`config.mk`:
```
export PLATFORM = sky130hd
export DESIGN_NAME = motor_feedback_turn_tracker
export DESIGN_NICKNAME = d
export VERILOG_FILES = /design/src/hdl/mftt_pkg.sv /design/src/hdl/mftt_decode.sv /design/src/hdl/mftt_slot_track.sv /design/src/hdl/motor_feedback_turn_tracker.sv
export VERILOG_INCLUDE_DIRS = /design/src /design/src/hdl
export SDC_FILE = /design/constraint.sdc
export NUM_CORES = 1
export LEC_CHECK = 0
export BUFFER_PORTS_ARGS = -buffer_cell sky130_fd_sc_hd__buf_4
export CAP_MARGIN = 20
export CORE_ASPECT_RATIO = 0.8
export CORE_MARGIN = 5
export CORE_UTILIZATION = 30
export DETAILED_ROUTE_END_ITERATION = 12
export GPL_ROUTABILITY_DRIVEN = 1
export SYNTH_ARGS = -nofsm -noshare
export SYNTH_HDL_FRONTEND = slang
export SYNTH_SLANG_ARGS = --single-unit
export TNS_END_PERCENT = 10
```
`constraint.sdc`:
```
create_clock -name i_clk -period 11.85 [get_ports i_clk]
set_clock_uncertainty 0.1 [all_clocks]
set_input_delay 1.185 -clock i_clk [delete_from_list [all_inputs] [get_ports i_clk]]
set_output_delay 1.185 -clock i_clk [all_outputs]
set_load 0.02 [all_outputs]
```
`src/hdl/motor_feedback_turn_tracker_assert.svh`:
```
// ----------------------------------------------------------------------------
// Motor feedback turn tracker assertion macros
// Concurrent assertion wrappers that drop out of synthesis builds.
// ----------------------------------------------------------------------------
`ifndef MOTOR_FEEDBACK_TURN_TRACKER_ASSERT_SVH
`define MOTOR_FEEDBACK_TURN_TRACKER_ASSERT_SVH

`ifndef SYNTHESIS

// Checked only while the block is out of reset.
`define MFTT_ASSERT(label, clk, rst_n, prop) \
    label: assert property (@(posedge clk) disable iff (!rst_n) prop) \
        else $error("motor_feedback_turn_tracker: assertion failed");

// Checked at every edge, reset included.
`define MFTT_ASSERT_ALWAYS(label, clk, prop) \
    label: assert property (@(posedge clk) prop) \
        else $error("motor_feedback_turn_tracker: assertion failed");

`else

`define MFTT_ASSERT(label, clk, rst_n, prop)
`define MFTT_ASSERT_ALWAYS(label, clk, prop)

`endif

`endif

```
`src/hdl/mftt_pkg.sv`:
```
// ----------------------------------------------------------------------------
// Motor feedback turn tracker package
// Shared constants, register indexes and record types of the tracker.
// ----------------------------------------------------------------------------
package mftt_pkg;

    // Number of motor slots and the width of a slot index.
    localparam int NUM_MOTORS = 8;
    localparam int SLOT_W     = (NUM_MOTORS > 1) ? $clog2(NUM_MOTORS) : 1;

    // Field widths.
    localparam int ID_W       = 11;
    localparam int ANGLE_W    = 16;
    localparam int WORD_W     = 16;
    localparam int TEMP_W     = 8;
    localparam int TURN_W     = 18;
    localparam int TOTAL_W    = 32;
    localparam int COUNT_W    = 16;
    localparam int OUT_SLOT_W = 3;
    localparam int TURN_SHIFT = 13;   // 8192 counts per turn

    // Configuration port.
    localparam int CFG_IDX_W  = 1;
    localparam int CFG_DATA_W = 16;
    localparam logic [CFG_IDX_W-1:0] REG_BASE_ID  = 1'd0;
    localparam logic [CFG_IDX_W-1:0] REG_WRAP_THR = 1'd1;
    localparam logic [ID_W-1:0]      BASE_ID_RST  = 11'd513;
    localparam logic [WORD_W-1:0]    WRAP_THR_RST = 16'd6000;

    // Stream widths.
    localparam int IN_TDATA_W  = 72;
    localparam int OUT_TDATA_W = 128;

    // Saturation limits of the turn counter.
    localparam logic signed [TURN_W-1:0] TURN_MAX = 18'sh1FFFF;
    localparam logic signed [TURN_W-1:0] TURN_MIN = 18'sh20000;

    // Raw frame as received.
    typedef struct packed {
        logic [ID_W-1:0] frame_id;
        logic [7:0]      angle_high;
        logic [7:0]      angle_low;
        logic [7:0]      speed_high;
        logic [7:0]      speed_low;
        logic [7:0]      current_high;
        logic [7:0]      current_low;
        logic [7:0]      temp_byte;
    } t_raw_frame;

    // Decoded frame with slot selection.
    typedef struct packed {
        logic                      id_error;
        logic [ID_W-1:0]           slot_offset;
        logic [ANGLE_W-1:0]        angle;
        logic signed [WORD_W-1:0]  speed;
        logic signed [WORD_W-1:0]  current;
        logic [TEMP_W-1:0]         temp;
    } t_frame;

    // Per-slot tracking result.
    typedef struct packed {
        logic signed [TURN_W-1:0]  turns;
        logic signed [TOTAL_W-1:0] total_angle;
        logic [COUNT_W-1:0]        frame_count;
    } t_track;

endpackage

```
`src/hdl/mftt_decode.sv`:
```
// ----------------------------------------------------------------------------
// Motor feedback frame decoder
// Assembles the big-endian payload fields and selects the motor slot.
// ----------------------------------------------------------------------------
module mftt_decode (
    input  mftt_pkg::t_raw_frame      i_raw,
    input  logic [mftt_pkg::ID_W-1:0] i_base_id,
    output mftt_pkg::t_frame          o_frame
);
    import mftt_pkg::*;

    logic [ID_W-1:0] slot_offset;

    // Slot offset wraps modulo the identifier range.
    assign slot_offset = i_raw.frame_id - i_base_id;

    // Payload fields and the out-of-range check.
    always_comb begin
        o_frame.slot_offset = slot_offset;
        o_frame.id_error    = (slot_offset >= ID_W'(NUM_MOTORS));
        o_frame.angle       = {i_raw.angle_high, i_raw.angle_low};
        o_frame.speed       = $signed({i_raw.speed_high, i_raw.speed_low});
        o_frame.current     = $signed({i_raw.current_high, i_raw.current_low});
        o_frame.temp        = i_raw.temp_byte;
    end

endmodule

```
`src/hdl/mftt_slot_track.sv`:
```
// ----------------------------------------------------------------------------
// Motor slot turn tracker
// Holds the per-slot angle, turn and frame state and unwraps the angle.
// ----------------------------------------------------------------------------
module mftt_slot_track (
    input  logic                        i_clk,
    input  logic                        i_rst_n,
    input  logic                        i_update,
    input  mftt_pkg::t_frame            i_frame,
    input  logic [mftt_pkg::WORD_W-1:0] i_wrap_thr,
    output mftt_pkg::t_track            o_track
);
    import mftt_pkg::*;

    logic [ANGLE_W-1:0]       r_last_angle [NUM_MOTORS];
    logic signed [TURN_W-1:0] r_turns      [NUM_MOTORS];
    logic [COUNT_W-1:0]       r_frames     [NUM_MOTORS];

    logic [SLOT_W-1:0]          slot;
    logic [ANGLE_W-1:0]         last_angle;
    logic signed [TURN_W-1:0]   cur_turns;
    logic signed [ANGLE_W:0]    drop;
    logic signed [ANGLE_W:0]    rise;
    logic signed [ANGLE_W:0]    thr;
    logic signed [TURN_W-1:0]   n_turns;
    logic [COUNT_W-1:0]         n_frames;
    logic signed [TOTAL_W-1:0]  turn_counts;

    assign slot       = i_frame.slot_offset[SLOT_W-1:0];
    assign last_angle = r_last_angle[slot];
    assign cur_turns  = r_turns[slot];

    // A large drop is a forward wrap, a large rise a backward wrap.
    assign drop = $signed({1'b0, last_angle}) - $signed({1'b0, i_frame.angle});
    assign rise = $signed({1'b0, i_frame.angle}) - $signed({1'b0, last_angle});
    assign thr  = $signed({1'b0, i_wrap_thr});

    always_comb begin
        n_turns = cur_turns;
        if (drop > thr) begin
            if (cur_turns != TURN_MAX) begin
                n_turns = cur_turns + TURN_W'(1);
            end
        end else if (rise > thr) begin
            if (cur_turns != TURN_MIN) begin
                n_turns = cur_turns - TURN_W'(1);
            end
        end
    end

    assign n_frames = r_frames[slot] + COUNT_W'(1);

    // Total angle is the single-turn angle plus turns times 8192.
    assign turn_counts = $signed({{(TOTAL_W-TURN_W-TURN_SHIFT){n_turns[TURN_W-1]}},
                                  n_turns, {TURN_SHIFT{1'b0}}});

    // An erroneous frame reports zeros.
    always_comb begin
        if (i_frame.id_error) begin
            o_track = '0;
        end else begin
            o_track.turns       = n_turns;
            o_track.total_angle = turn_counts + $signed({{(TOTAL_W-ANGLE_W){1'b0}},
                                                         i_frame.angle});
            o_track.frame_count = n_frames;
        end
    end

    // Slot state is written only for frames with a valid identifier.
    always_ff @(posedge i_clk) begin
        if (!i_rst_n) begin
            for (int i = 0; i < NUM_MOTORS; i++) begin
                r_last_angle[i] <= '0;
                r_turns[i]      <= '0;
                r_frames[i]     <= '0;
            end
        end else if (i_update && !i_frame.id_error) begin
            r_last_angle[slot] <= i_frame.angle;
            r_turns[slot]      <= n_turns;
            r_frames[slot]     <= n_frames;
        end
    end

endmodule

```
`src/hdl/motor_feedback_turn_tracker.sv`:
```
// ----------------------------------------------------------------------------
// Motor feedback turn tracker
// Decodes motor feedback frames and keeps a multi-turn angle per motor slot.
// ----------------------------------------------------------------------------
// Usage:
// Frames enter on the s_axis channel and one result leaves on m_axis for
// every frame. A frame transfer lands in an input register; when the output
// register is free, the decoder and slot tracker produce the result and
// update the slot state, and the result is registered in the output register,
// from which it is offered. One frame per cycle is sustained while the
// receiver takes every result, since the slot state is written at the same
// edge the result is registered and the next frame already sees it.
// When the receiver stalls, the output register holds its result and the
// input register holds the next frame; input ready drops only when both
// are full.
// Reset empties both registers, clears all slot state and loads the defaults
// (base identifier 513, wrap threshold 6000). Config writes take effect at the
// next edge; the user must make them while the block is idle (not enforced).
// ----------------------------------------------------------------------------
`include "motor_feedback_turn_tracker_assert.svh"

module motor_feedback_turn_tracker (
    input  logic                                i_clk,
    input  logic                                i_rst_n,
    // Configuration write port.
    input  logic                                i_cfg_wen,
    input  logic [mftt_pkg::CFG_IDX_W-1:0]      i_cfg_idx,
    input  logic [mftt_pkg::CFG_DATA_W-1:0]     i_cfg_wdata,
    // Frame input. tdata from bit 0: frame_id, angle_high, angle_low,
    // speed_high, speed_low, current_high, current_low, temp_byte, zero pad.
    input  logic                                s_axis_tvalid,
    output logic                                s_axis_tready,
    input  logic [mftt_pkg::IN_TDATA_W-1:0]     s_axis_tdata,
    // Result output. tdata from bit 0: motor_slot, angle_out, speed_out,
    // current_out, temp_out, turns, total_angle, frame_count, zero pad.
    // tuser: id_error.
    output logic                                m_axis_tvalid,
    input  logic                                m_axis_tready,
    output logic [mftt_pkg::OUT_TDATA_W-1:0]    m_axis_tdata,
    output logic                                m_axis_tuser
);
    import mftt_pkg::*;

    localparam int OUT_USED_W = OUT_SLOT_W + ANGLE_W + 2 * WORD_W + TEMP_W
                              + TURN_W + TOTAL_W + COUNT_W;

    logic [ID_W-1:0]    r_base_id;
    logic [WORD_W-1:0]  r_wrap_thr;
    logic               r_in_valid;
    t_raw_frame         r_in;
    logic               r_out_valid;
    logic               r_out_err;
    logic [OUT_USED_W-1:0] r_out_data;

    logic       advance;
    t_raw_frame raw_in;
    t_frame     frame;
    t_track     track;
    logic [OUT_SLOT_W-1:0] out_slot;

    // Configuration registers.
    always_ff @(posedge i_clk) begin
        if (!i_rst_n) begin
            r_base_id  <= BASE_ID_RST;
            r_wrap_thr <= WRAP_THR_RST;
        end else if (i_cfg_wen) begin
            case (i_cfg_idx)
                REG_BASE_ID:  r_base_id  <= i_cfg_wdata[ID_W-1:0];
                REG_WRAP_THR: r_wrap_thr <= i_cfg_wdata[WORD_W-1:0];
                default: ;
            endcase
        end
    end

    // Handshake: the input register moves on when the output is free.
    assign advance       = r_in_valid && (!r_out_valid || m_axis_tready);
    assign s_axis_tready = !r_in_valid || advance;

    // Unpack the input transfer.
    always_comb begin
        raw_in.frame_id     = s_axis_tdata[10:0];
        raw_in.angle_high   = s_axis_tdata[18:11];
        raw_in.angle_low    = s_axis_tdata[26:19];
        raw_in.speed_high   = s_axis_tdata[34:27];
        raw_in.speed_low    = s_axis_tdata[42:35];
        raw_in.current_high = s_axis_tdata[50:43];
        raw_in.current_low  = s_axis_tdata[58:51];
        raw_in.temp_byte    = s_axis_tdata[66:59];
    end

    // Input register.
    always_ff @(posedge i_clk) begin
        if (!i_rst_n) begin
            r_in_valid <= 1'b0;
        end else if (s_axis_tready) begin
            r_in_valid <= s_axis_tvalid;
        end
    end

    always_ff @(posedge i_clk) begin
        if (s_axis_tready && s_axis_tvalid) begin
            r_in <= raw_in;
        end
    end

    mftt_decode u_decode (
        .i_raw     (r_in),
        .i_base_id (r_base_id),
        .o_frame   (frame)
    );

    mftt_slot_track u_slot_track (
        .i_clk      (i_clk),
        .i_rst_n    (i_rst_n),
        .i_update   (advance),
        .i_frame    (frame),
        .i_wrap_thr (r_wrap_thr),
        .o_track    (track)
    );

    assign out_slot = frame.id_error ? '0 : frame.slot_offset[OUT_SLOT_W-1:0];

    // Output register.
    always_ff @(posedge i_clk) begin
        if (!i_rst_n) begin
            r_out_valid <= 1'b0;
        end else if (advance) begin
            r_out_valid <= 1'b1;
        end else if (m_axis_tready) begin
            r_out_valid <= 1'b0;
        end
    end

    always_ff @(posedge i_clk) begin
        if (advance) begin
            r_out_err  <= frame.id_error;
            r_out_data <= {track.frame_count, track.total_angle, track.turns,
                           frame.temp, frame.current, frame.speed, frame.angle,
                           out_slot};
        end
    end

    assign m_axis_tvalid = r_out_valid;
    assign m_axis_tuser  = r_out_err;
    assign m_axis_tdata  = {{(OUT_TDATA_W-OUT_USED_W){1'b0}}, r_out_data};

    // Reset empties the output register.
    `MFTT_ASSERT_ALWAYS(a_reset_empties, i_clk, !i_rst_n |=> !m_axis_tvalid)

    // A rejected identifier carries no slot, turn, total or count.
    `MFTT_ASSERT(a_error_zero, i_clk, i_rst_n, (m_axis_tvalid && m_axis_tuser) |-> (m_axis_tdata[2:0] == 3'd0 && m_axis_tdata[124:59] == 66'd0))

    // Total angle of an accepted identifier equals angle plus turns times 8192.
    `MFTT_ASSERT(a_total_consistent, i_clk, i_rst_n, (m_axis_tvalid && !m_axis_tuser) |-> (m_axis_tdata[108:77] == ({{14{m_axis_tdata[76]}}, m_axis_tdata[76:59]} * 32'd8192 + {16'd0, m_axis_tdata[18:3]})))

    // The input register cannot be loaded while it holds a frame it cannot pass on.
    `MFTT_ASSERT(a_no_overrun, i_clk, i_rst_n, (r_in_valid && r_out_valid && !m_axis_tready) |-> !s_axis_tready)

endmodule

```
==> flow_metrics.py <==
metrics = {
    "detailed_routing": {
        "first_pass_iters": 5,
        "drtIter0Drc": 1616,
        "wl_per_cell_um": 20.7,
        "wl_um": 78800,
        "vias_per_cell": 4.98,
        "num_vias": 18996,
        "ant_nets": 0,
        "drc_errors": 0,
    },
    "yosys": {
        "synth-edff-count": 593,
        "ys_warn_count": 0,
        "ys_ff_latch": 622,
        "synth.avg_cell_area_um2": 12.3,
        "synthArstFlopShare_pct": 0,
        "synthCells": 2318,
        "synth_commonest_cells": "edfxtp_1 (593), nor2_1 (529), nand2_1 (178)",
        "syn_area_mm2": 0.0286,
        "synth_ff_type": "edfxtp_1",
        "post-synth-top-count-cell": "edfxtp_1",
        "synth_area_leaders": "edfxtp_1 (62%), nor2_1 (6.9%), ha_1 (3.5%)",
        "ys_types": 77,
        "yosysSeqAreaShare_pct": 64.3,
        "yosys.area.top_type": "edfxtp_1",
        "synth_top_area_share_pct": 62.3,
    },
    "worst_setup_path": {
        "reg2reg_depth": 37,
        "crit_start": "r_in[56]$_DFFE_PP_",
        "cp_max_fo": 29,
        "path_depth": 37,
        "slowest_stage": "xnor2_2",
        "critPathArrivalTime_ns": 10.61,
        "worstSetupEndpointType": "flop",
        "crit_required_ns": 12.15,
        "rrSetupSlack_ns": 1.53,
        "critical-path-top-delay-family": "compound AO/OA/AOI/OAI gates",
        "r2r-start": "r_in[56]$_DFFE_PP_",
        "critPathMaxStageDelay_ns": 0.81,
        "start_kind": "flop",
        "crit_path_end": "r_out_data[106]$_SDFFCE_PP0P_",
        "worst-path-buf-inv": 7,
        "path_class": "flop to flop",
        "r2r_end": "r_out_data[106]$_SDFFCE_PP0P_",
    },
    "global_route": {
        "grt_max_degree": 59,
        "grt_pass1_wl_um": 119000,
        "grt_pass1_vias": 18631,
        "overflow": 0,
        "antenna_found_initial": 0,
        "grt_usage_pct": 15.2,
    },
    "placement": {
        "port_buffers": 216,
        "gp_congestion": 0.826,
        "dpl.hpwl_um": 47900,
        "place_inst": 3683,
    },
    "clock_network": {
        "cts_buffers": 70,
        "h-tree-depth": 3,
        "clock_latency_ns": 0.61,
        "cts-root-buf": "clkbuf_16",
        "hold_buffers": 0,
        "clock_path_buffers": 3,
        "cts_resized": 0,
        "clk_pin_slew_ns": 0.06,
        "cts.sinks": 622,
        "post_cts_buffers": 0,
        "cts_tree": "yes",
    },
    "layout": {
        "nFillCells": 9230,
        "syn2layout_area_growth_pct": 18.5,
        "final_cells": 3812,
        "nNetsFinal": 2698,
        "drive_gt1_share_pct": 19.0,
    },
    "run_status": {
        "status": "finished, final reports clean",
    },
    "timing": {
        "period_minus_slack_ns": 10.32,
        "relSlewSlack_pct": 26.7,
        "period_share_pct": 87.1,
        "fmax_mhz": 96.9,
        "setup_viol": 0,
        "finalSetupTns_ns": 0,
        "hold_viol_final": 0,
        "rsz0062_at_grt": "false",
        "slew_violations": 0,
        "worstMarginPinSlew_ns": 1.09,
    },
    "die": {
        "dieArea_mm2": 0.102,
        "die_w_um": 355,
        "ioPinCount": 225,
        "rows": 101,
        "floorplan.initialDensity_pct": 30.2,
        "core_mm2": 0.0948,
        "die_h_um": 286,
    },
    "flow_run": {
        "maxCapViolations": 0,
    },
    "pwr": {
        "leakagePower_nw": 12.7,
        "p_per_area_mw_per_mm2": 176,
        "ir_drop_uv": 90.0,
    },
    "min_path": {
        "hold_path.class": "flop to flop",
        "hold_path_depth": 0,
    },
}
-- worst min-delay path by stage --
stage / start / endpoint / slack, ns
after floorplan: r_in[24]$_DFFE_PP_ / r_out_data[19]$_DFFE_PP_ / 0.30
after global placement: r_in[28]$_DFFE_PP_ / r_out_data[23]$_DFFE_PP_ / 0.30
after detailed placement: r_in[28]$_DFFE_PP_ / r_out_data[23]$_DFFE_PP_ / 0.30
after CTS: r_in[28]$_DFFE_PP_ / r_out_data[23]$_DFFE_PP_ / 0.31
after global routing: r_in[9]$_DFFE_PP_ / r_out_data[36]$_DFFE_PP_ / 0.32
final: r_in[28]$_DFFE_PP_ / r_out_data[23]$_DFFE_PP_ / 0.31
-- worst reg2reg max path, delay by kind of cell, from the launching register on --
family / cells / cell delay [ns]
and+or+nand+nor: 10 / 2.54
adders and majority gates: 6 / 1.89
AOI/OAI and AO/OA: 11 / 2.59
buffers and inverters: 7 / 1.49
DFF: 1 / 0.38
xor gates and xnor gates: 3 / 1.07
-- report_power, final --
part | internal [W] | switching (W)
combinational | 0.000473 | 0.000853
sequential | 0.00249 | 0.0000289
clock | 0.00122 | 0.000909
-- flip-flops by register name, indices dropped and copies added, names as in the netlist, 11 cells and up --
register	cells
u_slot_track.r_turns	144
u_slot_track.r_frames	128
u_slot_track.r_last_angle	128
r_out_data	125
r_in	67
r_wrap_thr	16
r_base_id	11
-- placed cells by master (no fill, tap or decap), types with 10 or more instances in the layout --
cell type / netlist / layout
edfxtp_1: 593 / 593
nor2_1: 529 / 529
buf_4: 5 / 272
nand2_1: 178 / 164
mux2i_1: 91 / 91
ha_1: 80 / 79
a21oi_1: 74 / 74
clkbuf_16: 0 / 70
inv_1: 69 / 69
o21ai_0: 43 / 42
xnor2_1: 42 / 41
mux4_2: 38 / 38
nand3_1: 39 / 37
dfxtp_1: 29 / 29
nor3_1: 28 / 28
a31oi_1: 26 / 26
xor2_1: 24 / 24
a21boi_0: 23 / 23
a21o_1: 22 / 22
clkinv_1: 4 / 20
inv_2: 14 / 14
and3_1: 14 / 14
nand2_2: 0 / 14
o211ai_1: 13 / 13
nand4_1: 13 / 13
o22ai_1: 13 / 13
nor2b_1: 13 / 12
a221oi_1: 12 / 12
a31o_2: 11 / 11
clkinv_2: 0 / 11
mux2_2: 10 / 10
-- metrics by stage --
step	cell area [µm²]	utilization (%)	worst slack [ns]	total power, W	hold WS (ns)
after global routing	33900	35.8	0.858	0.00625	0.319
after CTS	33900	35.7	1.54	0.00602	0.314
after global placement	31600	33.4	1.74	0.00387	0.300
after detailed placement	31600	33.4	1.60	0.00388	0.305
after floorplan	28600	-	1.76	0.00346	0.300
final	33900	35.8	1.53	0.00597	0.312
-- kinds of logic after synthesis --
| kind of cell | after synthesis | share of synthesized area (%) |
|---|---|---|
| and+or+nand+nor | 881 | 13.1 |
| adders and majority gates | 84 | 3.78 |
| muxes | 139 | 6.57 |
| buffers and inverters | 231 | 3.33 |
| other | 1 | 0.0131 |
| xor gates and xnor gates | 67 | 2.08 |
| AOI/OAI and AO/OA | 293 | 6.75 |
| DFF | 622 | 64.3 |
-- layer usage --
| layer | GRT usage, % | vias up | part of all wire (%) |
|---|---|---|---|
| met5 | 0 | - | 0 |
| met4 | 2.87 | 0 | 1.4 |
| met3 | 2.96 | 82 | 6.5 |
| met2 | 24.7 | 587 | 47 |
| met1 | 21.3 | 9605 | 45 |
| li1 | - | 8722 | - |
-- cell type report --
class,instances,area (µm²),share of cell area (%)
sequential,622,18400,54.3
multi-input combinational,1467,9350,27.6
timing repair buffer,272,2040,6.03
clock buffer,80,1810,5.34
tap,1236,1550,4.56
clock inverter,47,428,1.26
inverter,87,327,0.964
antenna,1,2.50,0.00738
Power figures use the tool's default switching activity.
